**src/sv/servo_slew_door_sequencer_top_assert.svh**
```systemverilog
// Assertion macros for the servo slew door sequencer.
`ifndef SERVO_SLEW_DOOR_SEQUENCER_TOP_ASSERT_SVH
`define SERVO_SLEW_DOOR_SEQUENCER_TOP_ASSERT_SVH

// Condition must hold at every clock edge out of reset.
`define SSD_ASSERT_HOLDS(lbl, expr, msg) \
    lbl: assert property (@(posedge clk) disable iff (!rst_n) (expr)) else $error(msg);

// Antecedent implies consequent in the same cycle.
`define SSD_ASSERT_IMPLIES(lbl, ante, cons, msg) \
    lbl: assert property (@(posedge clk) disable iff (!rst_n) (ante) |-> (cons)) else $error(msg);

// Antecedent implies consequent in the next cycle.
`define SSD_ASSERT_NEXT(lbl, ante, cons, msg) \
    lbl: assert property (@(posedge clk) disable iff (!rst_n) (ante) |=> (cons)) else $error(msg);

`endif

```
**src/sv/ssd_pkg.sv**
```systemverilog
// Package with constants, codes and types of the servo slew door sequencer.
package ssd_pkg;

    localparam logic [7:0]  MAX_ANGLE  = 8'd180;
    localparam logic [13:0] DUTY_FULL  = 14'd16383;
    localparam logic [15:0] PERIOD_US  = 16'd20000;

    // x / 180 = (x >> 2) / 45, exact for 21-bit quotients of the shift
    localparam int          DIV1_SHIFT = 2;
    localparam int          DIV1_K     = 27;
    localparam logic [21:0] DIV1_RECIP = 22'd2982617;

    // x / 20000 = (x >> 5) / 625, exact for 24-bit quotients of the shift
    localparam int          DIV2_SHIFT = 5;
    localparam int          DIV2_K     = 34;
    localparam logic [24:0] DIV2_RECIP = 25'd27487791;

    localparam logic [1:0] FUNC_TICK  = 2'd0;
    localparam logic [1:0] FUNC_MOVE  = 2'd1;
    localparam logic [1:0] FUNC_OPEN  = 2'd2;
    localparam logic [1:0] FUNC_CLOSE = 2'd3;

    localparam logic [1:0] PH_IDLE     = 2'd0;
    localparam logic [1:0] PH_RAMP     = 2'd1;
    localparam logic [1:0] PH_HOLD     = 2'd2;
    localparam logic [1:0] PH_OPENWAIT = 2'd3;

    localparam logic [2:0] REG_MIN_PULSE   = 3'd0;
    localparam logic [2:0] REG_MAX_PULSE   = 3'd1;
    localparam logic [2:0] REG_STEP_ANGLE  = 3'd2;
    localparam logic [2:0] REG_STEP_PERIOD = 3'd3;
    localparam logic [2:0] REG_HOLD        = 3'd4;
    localparam logic [2:0] REG_OPEN_ANGLE  = 3'd5;
    localparam logic [2:0] REG_CLOSE_ANGLE = 3'd6;
    localparam logic [2:0] REG_OPEN_DUR    = 3'd7;

    localparam logic [14:0] MIN_PULSE_RST   = 15'd500;
    localparam logic [14:0] MAX_PULSE_RST   = 15'd2500;
    localparam logic [7:0]  STEP_ANGLE_RST  = 8'd2;
    localparam logic [15:0] STEP_PERIOD_RST = 16'd20;
    localparam logic [15:0] HOLD_RST        = 16'd500;
    localparam logic [7:0]  OPEN_ANGLE_RST  = 8'd80;
    localparam logic [7:0]  CLOSE_ANGLE_RST = 8'd135;
    localparam logic [19:0] OPEN_DUR_RST    = 20'd2000;

    typedef struct packed {
        logic       pwm_on;
        logic [7:0] angle_now;
        logic       door_open;
        logic       busy_res;
        logic       status;
    } ssd_flags_t;

    function automatic logic [7:0] clamp_angle(input logic [7:0] a);
        return (a > MAX_ANGLE) ? MAX_ANGLE : a;
    endfunction

endpackage

```
**src/sv/servo_slew_door_sequencer_top.sv**
```systemverilog
// Servo slew-rate limiter with door sequencer: state update and duty pipeline.
//
// Input channel (in_valid/in_stall, func, angle) carries one word per 1 ms tick
// or command. Output channel (out_valid/out_stall) returns one result word per
// input word, in order: PWM enable, 14-bit duty, current angle, door state,
// busy flag and refusal status.
// The sequencer state is updated as a word leaves the input register; the duty for
// the new angle then runs through a seven-stage multiply-by-reciprocal chain.
// A taken word passes the input register, stage one and the duty stages to the output.
// Throughput is one word per cycle while the receiver does not stall; every stage
// holds one word, so up to nine words are in flight.
// When the receiver stalls, the result register holds and the stages behind it
// fill up; in_stall rises only once every stage holds a word.
// Configuration registers sit on the APB port at byte address 4*index and are
// to be written by the user only while no word is in flight; the block does not enforce it.
// Reset (rst_n low, asynchronous) empties the pipeline, loads the register
// defaults and puts the servo at angle 135 with PWM off and no move running.
`include "servo_slew_door_sequencer_top_assert.svh"

module servo_slew_door_sequencer_top
    import ssd_pkg::*;
(
    input  logic        clk,
    input  logic        rst_n,
    input  logic        psel,
    input  logic        penable,
    input  logic        pwrite,
    input  logic [4:0]  paddr,
    input  logic [31:0] pwdata,
    output logic [31:0] prdata,
    output logic        pready,
    input  logic        in_valid,
    output logic        in_stall,
    input  logic [1:0]  func,
    input  logic [7:0]  angle,
    output logic        out_valid,
    input  logic        out_stall,
    output logic        pwm_on,
    output logic [13:0] duty,
    output logic [7:0]  angle_now,
    output logic        door_open,
    output logic        busy_res,
    output logic        status
);

    localparam int LAST = 8;

    // configuration
    logic [14:0] min_pulse_reg;
    logic [14:0] max_pulse_reg;
    logic [7:0]  step_angle_reg;
    logic [15:0] step_period_reg;
    logic [15:0] hold_reg;
    logic [7:0]  open_angle_reg;
    logic [7:0]  close_angle_reg;
    logic [19:0] open_dur_reg;
    logic [14:0] span_reg;
    logic        cfg_wr;

    // sequencer state
    logic [7:0]  angle_reg,      angle_next;
    logic [7:0]  target_reg,     target_next;
    logic [1:0]  phase_reg,      phase_next;
    logic [19:0] tick_reg,       tick_next;
    logic        close_pend_reg, close_pend_next;
    logic        door_reg,       door_next;
    logic        pwm_reg,        pwm_next;
    logic        status_next;
    logic        upd;

    // step logic
    logic        move_go;
    logic        ramp_go;
    logic [7:0]  move_tgt;
    logic [7:0]  step_tgt;
    logic [7:0]  step_size;
    logic [8:0]  step_sum;
    logic [7:0]  step_nx;
    logic [16:0] hold_len;

    // pipeline
    logic [LAST:0]   vld_reg;
    logic [LAST+1:0] rdy;
    logic [1:0]      s0_func_reg;
    logic [7:0]      s0_angle_reg;
    ssd_flags_t      flg_reg [1:LAST];
    logic [22:0]     prod_reg;
    logic [31:0]     pp1h_reg;
    logic [32:0]     pp1l_reg;
    logic [42:0]     quo_sum;
    logic [14:0]     quo_reg;
    logic [15:0]     pulse_reg;
    logic            sat_pulse;
    logic [14:0]     pulse_cap;
    logic [28:0]     scaled;
    logic [23:0]     n2_reg;
    logic            sat6_reg;
    logic            sat7_reg;
    logic [36:0]     pp2h_reg;
    logic [36:0]     pp2l_reg;
    logic [48:0]     duty_sum;
    logic [13:0]     duty_reg;

    // ---------------- configuration port ----------------
    assign pready = 1'b1;
    assign cfg_wr = psel && penable && pwrite && pready;

    always_ff @(posedge clk or negedge rst_n)
    begin
        if (!rst_n)
        begin
            min_pulse_reg   <= MIN_PULSE_RST;
            max_pulse_reg   <= MAX_PULSE_RST;
            step_angle_reg  <= STEP_ANGLE_RST;
            step_period_reg <= STEP_PERIOD_RST;
            hold_reg        <= HOLD_RST;
            open_angle_reg  <= OPEN_ANGLE_RST;
            close_angle_reg <= CLOSE_ANGLE_RST;
            open_dur_reg    <= OPEN_DUR_RST;
        end
        else if (cfg_wr)
        begin
            case (paddr[4:2])
                REG_MIN_PULSE:   min_pulse_reg   <= pwdata[14:0];
                REG_MAX_PULSE:   max_pulse_reg   <= pwdata[14:0];
                REG_STEP_ANGLE:  step_angle_reg  <= pwdata[7:0];
                REG_STEP_PERIOD: step_period_reg <= pwdata[15:0];
                REG_HOLD:        hold_reg        <= pwdata[15:0];
                REG_OPEN_ANGLE:  open_angle_reg  <= pwdata[7:0];
                REG_CLOSE_ANGLE: close_angle_reg <= pwdata[7:0];
                REG_OPEN_DUR:    open_dur_reg    <= pwdata[19:0];
                default:         ;
            endcase
        end
    end

    always_comb
    begin
        case (paddr[4:2])
            REG_MIN_PULSE:   prdata = {17'd0, min_pulse_reg};
            REG_MAX_PULSE:   prdata = {17'd0, max_pulse_reg};
            REG_STEP_ANGLE:  prdata = {24'd0, step_angle_reg};
            REG_STEP_PERIOD: prdata = {16'd0, step_period_reg};
            REG_HOLD:        prdata = {16'd0, hold_reg};
            REG_OPEN_ANGLE:  prdata = {24'd0, open_angle_reg};
            REG_CLOSE_ANGLE: prdata = {24'd0, close_angle_reg};
            REG_OPEN_DUR:    prdata = {12'd0, open_dur_reg};
            default:         prdata = '0;
        endcase
    end

    // span is refreshed every cycle; a new limit reaches prod_reg through span_reg
    always_ff @(posedge clk)
    begin
        span_reg <= (max_pulse_reg > min_pulse_reg) ? (max_pulse_reg - min_pulse_reg) : '0;
    end

    // ---------------- pipeline flow ----------------
    always_comb
    begin
        rdy[LAST+1] = !out_stall;
        for (int i = LAST; i >= 0; i--)
        begin
            rdy[i] = !vld_reg[i] || rdy[i+1];
        end
    end

    assign in_stall = !rdy[0];
    assign upd      = vld_reg[0] && rdy[1];

    always_ff @(posedge clk or negedge rst_n)
    begin
        if (!rst_n)
        begin
            vld_reg <= '0;
        end
        else
        begin
            if (rdy[0])
            begin
                vld_reg[0] <= in_valid;
            end
            for (int i = 1; i <= LAST; i++)
            begin
                if (rdy[i])
                begin
                    vld_reg[i] <= vld_reg[i-1];
                end
            end
        end
    end

    always_ff @(posedge clk)
    begin
        if (rdy[0])
        begin
            s0_func_reg  <= func;
            s0_angle_reg <= angle;
        end
    end

    // ---------------- sequencer ----------------
    always_comb
    begin
        angle_next      = angle_reg;
        target_next     = target_reg;
        phase_next      = phase_reg;
        tick_next       = tick_reg;
        close_pend_next = close_pend_reg;
        door_next       = door_reg;
        pwm_next        = pwm_reg;
        status_next     = 1'b0;
        move_go         = 1'b0;
        ramp_go         = 1'b0;
        move_tgt        = '0;

        if (s0_func_reg == FUNC_TICK)
        begin
            if (phase_reg != PH_IDLE)
            begin
                if (tick_reg > 20'd1)
                begin
                    tick_next = tick_reg - 20'd1;
                end
                else
                begin
                    case (phase_reg)
                        PH_RAMP:
                        begin
                            ramp_go = 1'b1;
                        end
                        PH_HOLD:
                        begin
                            pwm_next = 1'b0;
                            if (close_pend_reg)
                            begin
                                close_pend_next = 1'b0;
                                door_next       = 1'b1;
                                phase_next      = PH_OPENWAIT;
                                tick_next       = open_dur_reg;
                            end
                            else
                            begin
                                door_next  = 1'b0;
                                phase_next = PH_IDLE;
                                tick_next  = '0;
                            end
                        end
                        PH_OPENWAIT:
                        begin
                            move_go  = 1'b1;
                            move_tgt = clamp_angle(close_angle_reg);
                        end
                        default:
                        begin
                            phase_next = PH_IDLE;
                            tick_next  = '0;
                        end
                    endcase
                end
            end
        end
        else if (phase_reg != PH_IDLE)
        begin
            status_next = 1'b1;
        end
        else
        begin
            case (s0_func_reg)
                FUNC_MOVE:
                begin
                    close_pend_next = 1'b0;
                    move_go         = 1'b1;
                    move_tgt        = clamp_angle(s0_angle_reg);
                end
                FUNC_OPEN:
                begin
                    close_pend_next = 1'b1;
                    move_go         = 1'b1;
                    move_tgt        = clamp_angle(open_angle_reg);
                end
                FUNC_CLOSE:
                begin
                    close_pend_next = 1'b0;
                    move_go         = 1'b1;
                    move_tgt        = clamp_angle(close_angle_reg);
                end
                default: ;
            endcase
        end

        // one ramp step toward the target, never past it
        step_tgt  = move_go ? move_tgt : target_reg;
        step_size = (step_angle_reg == '0) ? 8'd1 : step_angle_reg;
        step_sum  = {1'b0, angle_reg} + {1'b0, step_size};
        if (angle_reg < step_tgt)
        begin
            step_nx = (step_sum > {1'b0, step_tgt}) ? step_tgt : step_sum[7:0];
        end
        else
        begin
            step_nx = (angle_reg <= step_size) ? '0 : (angle_reg - step_size);
            if (step_nx < step_tgt)
            begin
                step_nx = step_tgt;
            end
        end
        hold_len = {1'b0, step_period_reg} + {1'b0, hold_reg};

        if (move_go)
        begin
            pwm_next    = 1'b1;
            target_next = move_tgt;
        end

        if (move_go && (angle_reg == move_tgt))
        begin
            phase_next = PH_HOLD;
            tick_next  = {4'd0, hold_reg};
        end
        else if (move_go || ramp_go)
        begin
            angle_next = step_nx;
            if (step_nx == step_tgt)
            begin
                phase_next = PH_HOLD;
                tick_next  = {3'd0, hold_len};
            end
            else
            begin
                phase_next = PH_RAMP;
                tick_next  = {4'd0, step_period_reg};
            end
        end
    end

    always_ff @(posedge clk or negedge rst_n)
    begin
        if (!rst_n)
        begin
            angle_reg      <= CLOSE_ANGLE_RST;
            target_reg     <= '0;
            phase_reg      <= PH_IDLE;
            tick_reg       <= '0;
            close_pend_reg <= 1'b0;
            door_reg       <= 1'b0;
            pwm_reg        <= 1'b0;
        end
        else if (upd)
        begin
            angle_reg      <= angle_next;
            target_reg     <= target_next;
            phase_reg      <= phase_next;
            tick_reg       <= tick_next;
            close_pend_reg <= close_pend_next;
            door_reg       <= door_next;
            pwm_reg        <= pwm_next;
        end
    end

    // ---------------- duty pipeline ----------------
    // pulse = min + angle*span/180, duty = pulse*16383/20000, saturated
    assign quo_sum   = {pp1h_reg, 11'd0} + {10'd0, pp1l_reg};
    assign sat_pulse = pulse_reg > PERIOD_US;
    assign pulse_cap = sat_pulse ? '0 : pulse_reg[14:0];
    assign scaled    = {pulse_cap, 14'd0} - {14'd0, pulse_cap};
    assign duty_sum  = {pp2h_reg, 12'd0} + {12'd0, pp2l_reg};

    always_ff @(posedge clk)
    begin
        if (rdy[1])
        begin
            flg_reg[1] <= '{pwm_on:    pwm_next,
                            angle_now: angle_next,
                            door_open: door_next,
                            busy_res:  (phase_next != PH_IDLE),
                            status:    status_next};
        end
        for (int i = 2; i <= LAST; i++)
        begin
            if (rdy[i])
            begin
                flg_reg[i] <= flg_reg[i-1];
            end
        end
        if (rdy[2])
        begin
            prod_reg <= 23'(flg_reg[1].angle_now) * 23'(span_reg);
        end
        if (rdy[3])
        begin
            pp1h_reg <= 32'(prod_reg[22:11+DIV1_SHIFT]) * 32'(DIV1_RECIP);
            pp1l_reg <= 33'(prod_reg[10+DIV1_SHIFT:DIV1_SHIFT]) * 33'(DIV1_RECIP);
        end
        if (rdy[4])
        begin
            quo_reg <= quo_sum[DIV1_K+14:DIV1_K];
        end
        if (rdy[5])
        begin
            pulse_reg <= {1'b0, min_pulse_reg} + {1'b0, quo_reg};
        end
        if (rdy[6])
        begin
            n2_reg   <= scaled[28:DIV2_SHIFT];
            sat6_reg <= sat_pulse;
        end
        if (rdy[7])
        begin
            pp2h_reg <= 37'(n2_reg[23:12]) * 37'(DIV2_RECIP);
            pp2l_reg <= 37'(n2_reg[11:0]) * 37'(DIV2_RECIP);
            sat7_reg <= sat6_reg;
        end
        if (rdy[8])
        begin
            duty_reg <= sat7_reg ? DUTY_FULL : duty_sum[DIV2_K+13:DIV2_K];
        end
    end

    assign out_valid = vld_reg[LAST];
    assign pwm_on    = flg_reg[LAST].pwm_on;
    assign duty      = duty_reg;
    assign angle_now = flg_reg[LAST].angle_now;
    assign door_open = flg_reg[LAST].door_open;
    assign busy_res  = flg_reg[LAST].busy_res;
    assign status    = flg_reg[LAST].status;

    // ---------------- assertions ----------------
    `SSD_ASSERT_IMPLIES(a_idle_quiet, phase_reg == PH_IDLE,
        !pwm_reg && !door_reg && (tick_reg == '0), "idle with pwm, door flag or wait count set")
    `SSD_ASSERT_HOLDS(a_angle_range, angle_reg <= MAX_ANGLE, "current angle beyond maximum")
    `SSD_ASSERT_IMPLIES(a_stall_full, in_stall, (&vld_reg) && out_stall,
        "input stalled with a free stage")
    `SSD_ASSERT_NEXT(a_upd_lands, upd, vld_reg[1], "updated word lost before stage one")

endmodule

```
**config.mk**
```make
export PLATFORM = sky130hd
export DESIGN_NAME = servo_slew_door_sequencer_top
export DESIGN_NICKNAME = d
export VERILOG_FILES = /design/src/sv/ssd_pkg.sv /design/src/sv/servo_slew_door_sequencer_top.sv
export VERILOG_INCLUDE_DIRS = /design/src /design/src/sv
export SDC_FILE = /design/constraint.sdc
export NUM_CORES = 2
export LEC_CHECK = 0
export ABC_AREA = 1
export BUFFER_PORTS_ARGS = -buffer_cell sky130_fd_sc_hd__buf_2
export CAP_MARGIN = 40
export CORE_MARGIN = 5
export CORE_UTILIZATION = 25
export DETAILED_ROUTE_END_ITERATION = 8
export HOLD_SLACK_MARGIN = 0.15
export PLACE_DENSITY = 0.36
export RECOVER_POWER = 100
export SKIP_CTS_REPAIR_TIMING = 1
export SYNTH_ARGS = -nofsm -noshare
export SYNTH_HDL_FRONTEND = slang
export SYNTH_SLANG_ARGS = --single-unit
```
**constraint.sdc**
```tcl
create_clock -name clk -period 19.2 [get_ports clk]
set_input_delay 3.84 -clock clk [delete_from_list [all_inputs] [get_ports clk]]
set_output_delay 3.84 -clock clk [all_outputs]
set_load 0.005 [all_outputs]
```
# Word-level counts from Yosys, hierarchy flattened
# Memories as Yosys holds them, arrays and structs flattened.
# Index checks and enable logic that the tools add are counted.
# totals
register_bits,412
ram_bits,96
inputBits,54
out_inout_bits,61
memories,1
# op_classes
addsub,9
mul,5
magnitude_cmp,10
n_eq_ne,20
muxes,79
reduce_logical,46
# memory_table
memory,words,word_bits,read_ports,rd_clocked_by_memory_dff,wr,line_no,rtl
flg_reg,8,12,8,0,8,servo_slew_door_sequencer_top.sv:86,ssd_flags_t flg_reg [1:LAST];
# op_table
cell,count
$pmux 32 s8,1
$mux 8,16
$mux 20,6
$add 48x37->48,1
$mux 1,43
$add 42x33->42,1
$pmux 20 s2,1
$mul 12x25->37 const B,1
$mul 12x25->36 const B,1
$mul 11x22->33 const B,1
$mul 10x22->31 const B,1
$sub 29x15->29,1
$gt 8x8->1 const B,3
$pmux 8 s3,1
$mul 8x15->23,1
$gt 20x1->1 const B,1
$sub 20x1->20 const B,1
$add 16x16->17,1
$mux 17,1
$add 15x15->16,1
$eq 8x8->1,2
$gt 16x15->1 const B,1
$lt 8x8->1,2
$reduce_and 2->1,8
30 further kinds,72

# Longest topological paths before layout
# depth
ltp_word,15
depth_mapped,35

# Worst setup path before layout
# OpenSTA, ideal clock, no wires.
# synth_timing
kind,input to output
startpoint,in out_stall
endpoint,out in_stall
arrival_time_ps,11103
required_time_ps,15360
path_slack_ps,4257
cell_stages,16
cell_sequence,nand2_1 nor2_1 inv_1 nor2_1 inv_1 nor2_1 inv_1 nor2_1 inv_1 nor2_1 inv_1 nor2_1 inv_1 nor2_1 inv_1 nor2_1
# synth_via
elab_chain_cells,11
# synth_lines
item,line_no,rtl
from (decl),servo_slew_door_sequencer_top.sv:37,"input logic out_stall,"
$logic_not 1->1,servo_slew_door_sequencer_top.sv:161,rdy[LAST+1] = !out_stall;
$logic_or 1x1->1 (2 in a row),servo_slew_door_sequencer_top.sv:164,rdy[i] = !vld_reg[i] || rdy[i+1];
net rdy[7],servo_slew_door_sequencer_top.sv:83,logic [LAST+1:0] rdy;
$logic_or 1x1->1,servo_slew_door_sequencer_top.sv:164,
net rdy[6],servo_slew_door_sequencer_top.sv:83,
$logic_or 1x1->1,servo_slew_door_sequencer_top.sv:164,
net rdy[5],servo_slew_door_sequencer_top.sv:83,
$logic_or 1x1->1,servo_slew_door_sequencer_top.sv:164,
net rdy[4],servo_slew_door_sequencer_top.sv:83,
$logic_or 1x1->1,servo_slew_door_sequencer_top.sv:164,
net rdy[3],servo_slew_door_sequencer_top.sv:83,
$logic_or 1x1->1,servo_slew_door_sequencer_top.sv:164,
net rdy[2],servo_slew_door_sequencer_top.sv:83,
$logic_or 1x1->1,servo_slew_door_sequencer_top.sv:164,
net rdy[1],servo_slew_door_sequencer_top.sv:83,
$logic_or 1x1->1,servo_slew_door_sequencer_top.sv:164,
$logic_not 1->1,servo_slew_door_sequencer_top.sv:168,assign in_stall = !rdy[0];
to (decl),servo_slew_door_sequencer_top.sv:33,"output logic in_stall,"
# The timed path passes the listed nets, and every way through them passes these cells.

# Worst setup path in the final report
# layout_timing
startpoint,in out_stall
endpoint,out in_stall
# layout_via
elab_chain_cells,11
# layout_lines
item,line_no
$logic_not 1->1,servo_slew_door_sequencer_top.sv:161
$logic_or 1x1->1,servo_slew_door_sequencer_top.sv:164
net rdy[8],servo_slew_door_sequencer_top.sv:83
$logic_or 1x1->1,servo_slew_door_sequencer_top.sv:164
net rdy[7],servo_slew_door_sequencer_top.sv:83
$logic_or 1x1->1,servo_slew_door_sequencer_top.sv:164
net rdy[6],servo_slew_door_sequencer_top.sv:83
$logic_or 1x1->1,servo_slew_door_sequencer_top.sv:164
net rdy[5],servo_slew_door_sequencer_top.sv:83
(+1 left out),n/a
net rdy[4],servo_slew_door_sequencer_top.sv:83
$logic_or 1x1->1,servo_slew_door_sequencer_top.sv:164
net rdy[3],servo_slew_door_sequencer_top.sv:83
$logic_or 1x1->1,servo_slew_door_sequencer_top.sv:164
net rdy[2],servo_slew_door_sequencer_top.sv:83
$logic_or 1x1->1,servo_slew_door_sequencer_top.sv:164
net rdy[1],servo_slew_door_sequencer_top.sv:83
$logic_or 1x1->1,servo_slew_door_sequencer_top.sv:164
$logic_not 1->1,servo_slew_door_sequencer_top.sv:168
# The timed path passes the listed nets, and every way through them passes these cells.

==> summary.txt <==
Clock tree
  – Inserted Clock Buffers: 61
  – Max H-tree Level: 2
  – Clock Tree Root: clkbuf_16
  – Sink Count: 483
  – CTS tree: done
  – Clk buf depth: 3
  – Clock transition at the registers of the reported paths: 60 ps
  – Skew-Pair Late Insertion Delay: 700 ps

Floorplanning
  – I/O Pins: 115
  – Die footprint: 0.181 mm2
  – Die extent in x: 425 um
  – Initial Util: 25.1%
  – Core ar.: 0.172 mm2
  – Die height: 425 um
  – FP Rows: 152

Synth
  – Area contributors post-synth: edfxtp_1 (22%), fa_1 (17%), ha_1 (16%), inv_1 (8.1%), dfrtp_1 (7.0%)
  – Sequential fraction of the synthesis area: 31.6%
  – Post-synth top area share: 21.7%
  – Ys async rst share: 32.3%
  – Ys flop type: edfxtp_1
  – Mapped cell area: 0.0431 mm2
  – Top cell type by total area after synthesis: edfxtp_1
  – EDFF count, synth: 312
  – Top cells by count, synth: inv_1 (927), nand2_1 (734), ha_1 (553), fa_1 (371), edfxtp_1 (312)
  – Mean Syn Cell Area: 9.33 um2
  – Most numerous cell in the Yosys netlist: inv_1
  – Post-synthesis register bit count: 483
  – Post-Syn Instances: 4621
  – Post-synthesis cell type count: 64
  – Ys Warns: 0

Finish
  – Max reg flops: 96
  – Share of layout cells above drive strength 1: 5.06%
  – Final nets: 5691
  – Area Overhead vs Synth: 11.7%
  – Fin cells: 7076
  – Finished Core Util: 28.1%
  – Reg area: 0.0136 mm2
  – Area of the multi-input gates: 0.0255 mm2
  – Fillcell total: 18500

STA
  – Fin. Hold Viols: 0
  – Fmax: 0.0748 GHz
  – Final setup viols: 0
  – Post-layout min period: 13360 ps
  – Fin. max-slew vios: 476
  – Rel. slew slack: -138%
  – Worst-case hold slack: 402 ps
  – Setup_tns: 0 ps
  – Period Utilization, post-route: 69.6%
  – Unrepaired setup endpoints after global routing: false
  – Worst-Margin Slew: 3560 ps
  – Final clock skew: 44.7 ps

Worst setup path
  – Top delay family on crit path: buffers and inverters
  – Buf/Inv on CP: 12
  – Worst path required time: 15360 ps
  – Crit path max fanout: 30
  – CP Cell Sequence: clkbuf_1 -> nand2_2 -> clkbuf_1 -> nor2_1 -> clkinvlp_2 -> nor2_1 -> clkinv_1 -> nor2_1 -> inv_1 -> clkbuf_1 -> nor2_1 -> inv_1 -> clkbuf_1 -> nor2_1 -> clkinv_1 -> nor2_1 -> inv_1 -> nor2_1 -> inv_1 -> nor2_1 -> clkbuf_1
  – Crit path largest cell delay: 1400 ps
  – Worst Setup Path Type: input port to primary output
  – Cell mode on critical path: nor2_1
  – CP Capture Type: primary output
  – Critical-path top delay cell: clkbuf_1
  – CP Launch Type: input port
  – Critical path arrival: 9520 ps

Drt
  – ANT nets after route: 0
  – Drt pass-1 iters: 5
  – Drt drc: 0
  – Vias: 29900
  – Vias per cell: 4.22
  – WL/cell: 17.0 um
  – WL final: 120000 um
  – First-iteration detailed-routing DRC count: 1426

GRT
  – Vias in the first global route: 31700
  – GR Util All Layers: 13.5%
  – Remaining global-route overflow: 0
  – Gr busiest metal: met2
  – First-pass GRT wire length: 190000 um
  – GRT met1 Usage: 18.3%
  – M2 GR Usage: 23.3%
  – Initial antenna violation count: 5
  – Largest net degree at the start of global routing: 64
  – Met3 Usage GRT: 1.60%

Placement
  – Inst Count DP: 6960
  – RD Place Congestion: 0.817
  – Port buffer count: 87
  – DPL Wire Length: 98300 um

Flow run
  – Max-cap violations: 12

Run status
  – Failing checks: max-capacitance violations, max-slew violations
  – Status: complete, but fails checks

Hold path
  – Hold Path Class: flop to flop
[final timing paths]
kind                       slack (ps)  depth (start not counted)             endpoint            from
min reg2reg                       400                          0       flg_reg[0][83]  flg_reg[0][71]
min                               400                          0       flg_reg[0][83]  flg_reg[0][71]
min in group asynchronous        4030                          1    open_angle_reg[3]           rst_n
max                              5840                         21             in_stall       out_stall
max in group asynchronous        8590                          3  step_period_reg[12]           rst_n
max reg2reg                      9960                         27         tick_reg[18]      vld_reg[8]
[cell type report]
class / count / share of cell area (%)
Timing Repair Buffer: 118 / 1.08
Tap cell: 2310 / 6.01
Clock buffer: 77 / 3.47
Clock inverter: 38 / 0.879
Antenna cell: 1 / 0.00520
Inverter: 936 / 7.31
Multi-Input combinational cell: 3113 / 53.0
Sequential cell: 483 / 28.3
[layout by cell type (no fill, tap or decap), drive strengths merged, types with 6 or more instances in the layout]
master / instances
a211oi: 17
a21boi: 7
a21o: 6
a21oi: 306
a221oi: 10
a22oi: 9
a31oi: 13
buf: 49
clkbuf: 146
clkinv: 27
clkinvlp: 9
conb: 13
dfrtp: 120
dfstp: 36
dfxtp: 15
edfxtp: 312
fa: 371
ha: 553
inv: 933
nand2: 749
nand3: 168
nand4: 32
nor2: 246
nor3: 27
nor4: 9
o2111ai: 10
o211ai: 18
o21a: 7
o21ai: 255
o21bai: 14
o22ai: 17
o31ai: 7
or2: 10
xnor2: 68
xor2: 143
[metrics by stage]
stage,cell area [um2],setup WS (ps)
floorplan,43100,4260
global placement,46100,8450
detailed placement,46300,8480
CTS,48400,8460
global route,48100,4810
finish,48100,5840
[per-layer routing]
metal | wire (um) | vias up
met3 | 3460 | 104
li1 | - | 15200
met2 | 58300 | 351
met5 | 0 | -
met4 | 1780 | 0
met1 | 56500 | 14300
[logic make-up (layout without fill, tap and decap cells)]
group / Yosys count / after routing / synth area share [%]
buffers and inverters: 1036 / 1169 / 9.34
XOR/XNOR: 211 / 211 / 4.29
flip-flops: 483 / 483 / 31.6
AO/OA/AOI/OAI: 713 / 713 / 9.29
AND/OR/NAND/NOR: 1252 / 1252 / 12.2
adder cells (fa/ha/maj): 924 / 924 / 33.3
other: 2 / 14 / 0.0174
Power is left out: the tool's default activity adds up to more than one toggle a clock period on the data nets, which glitch-free logic cannot reach.
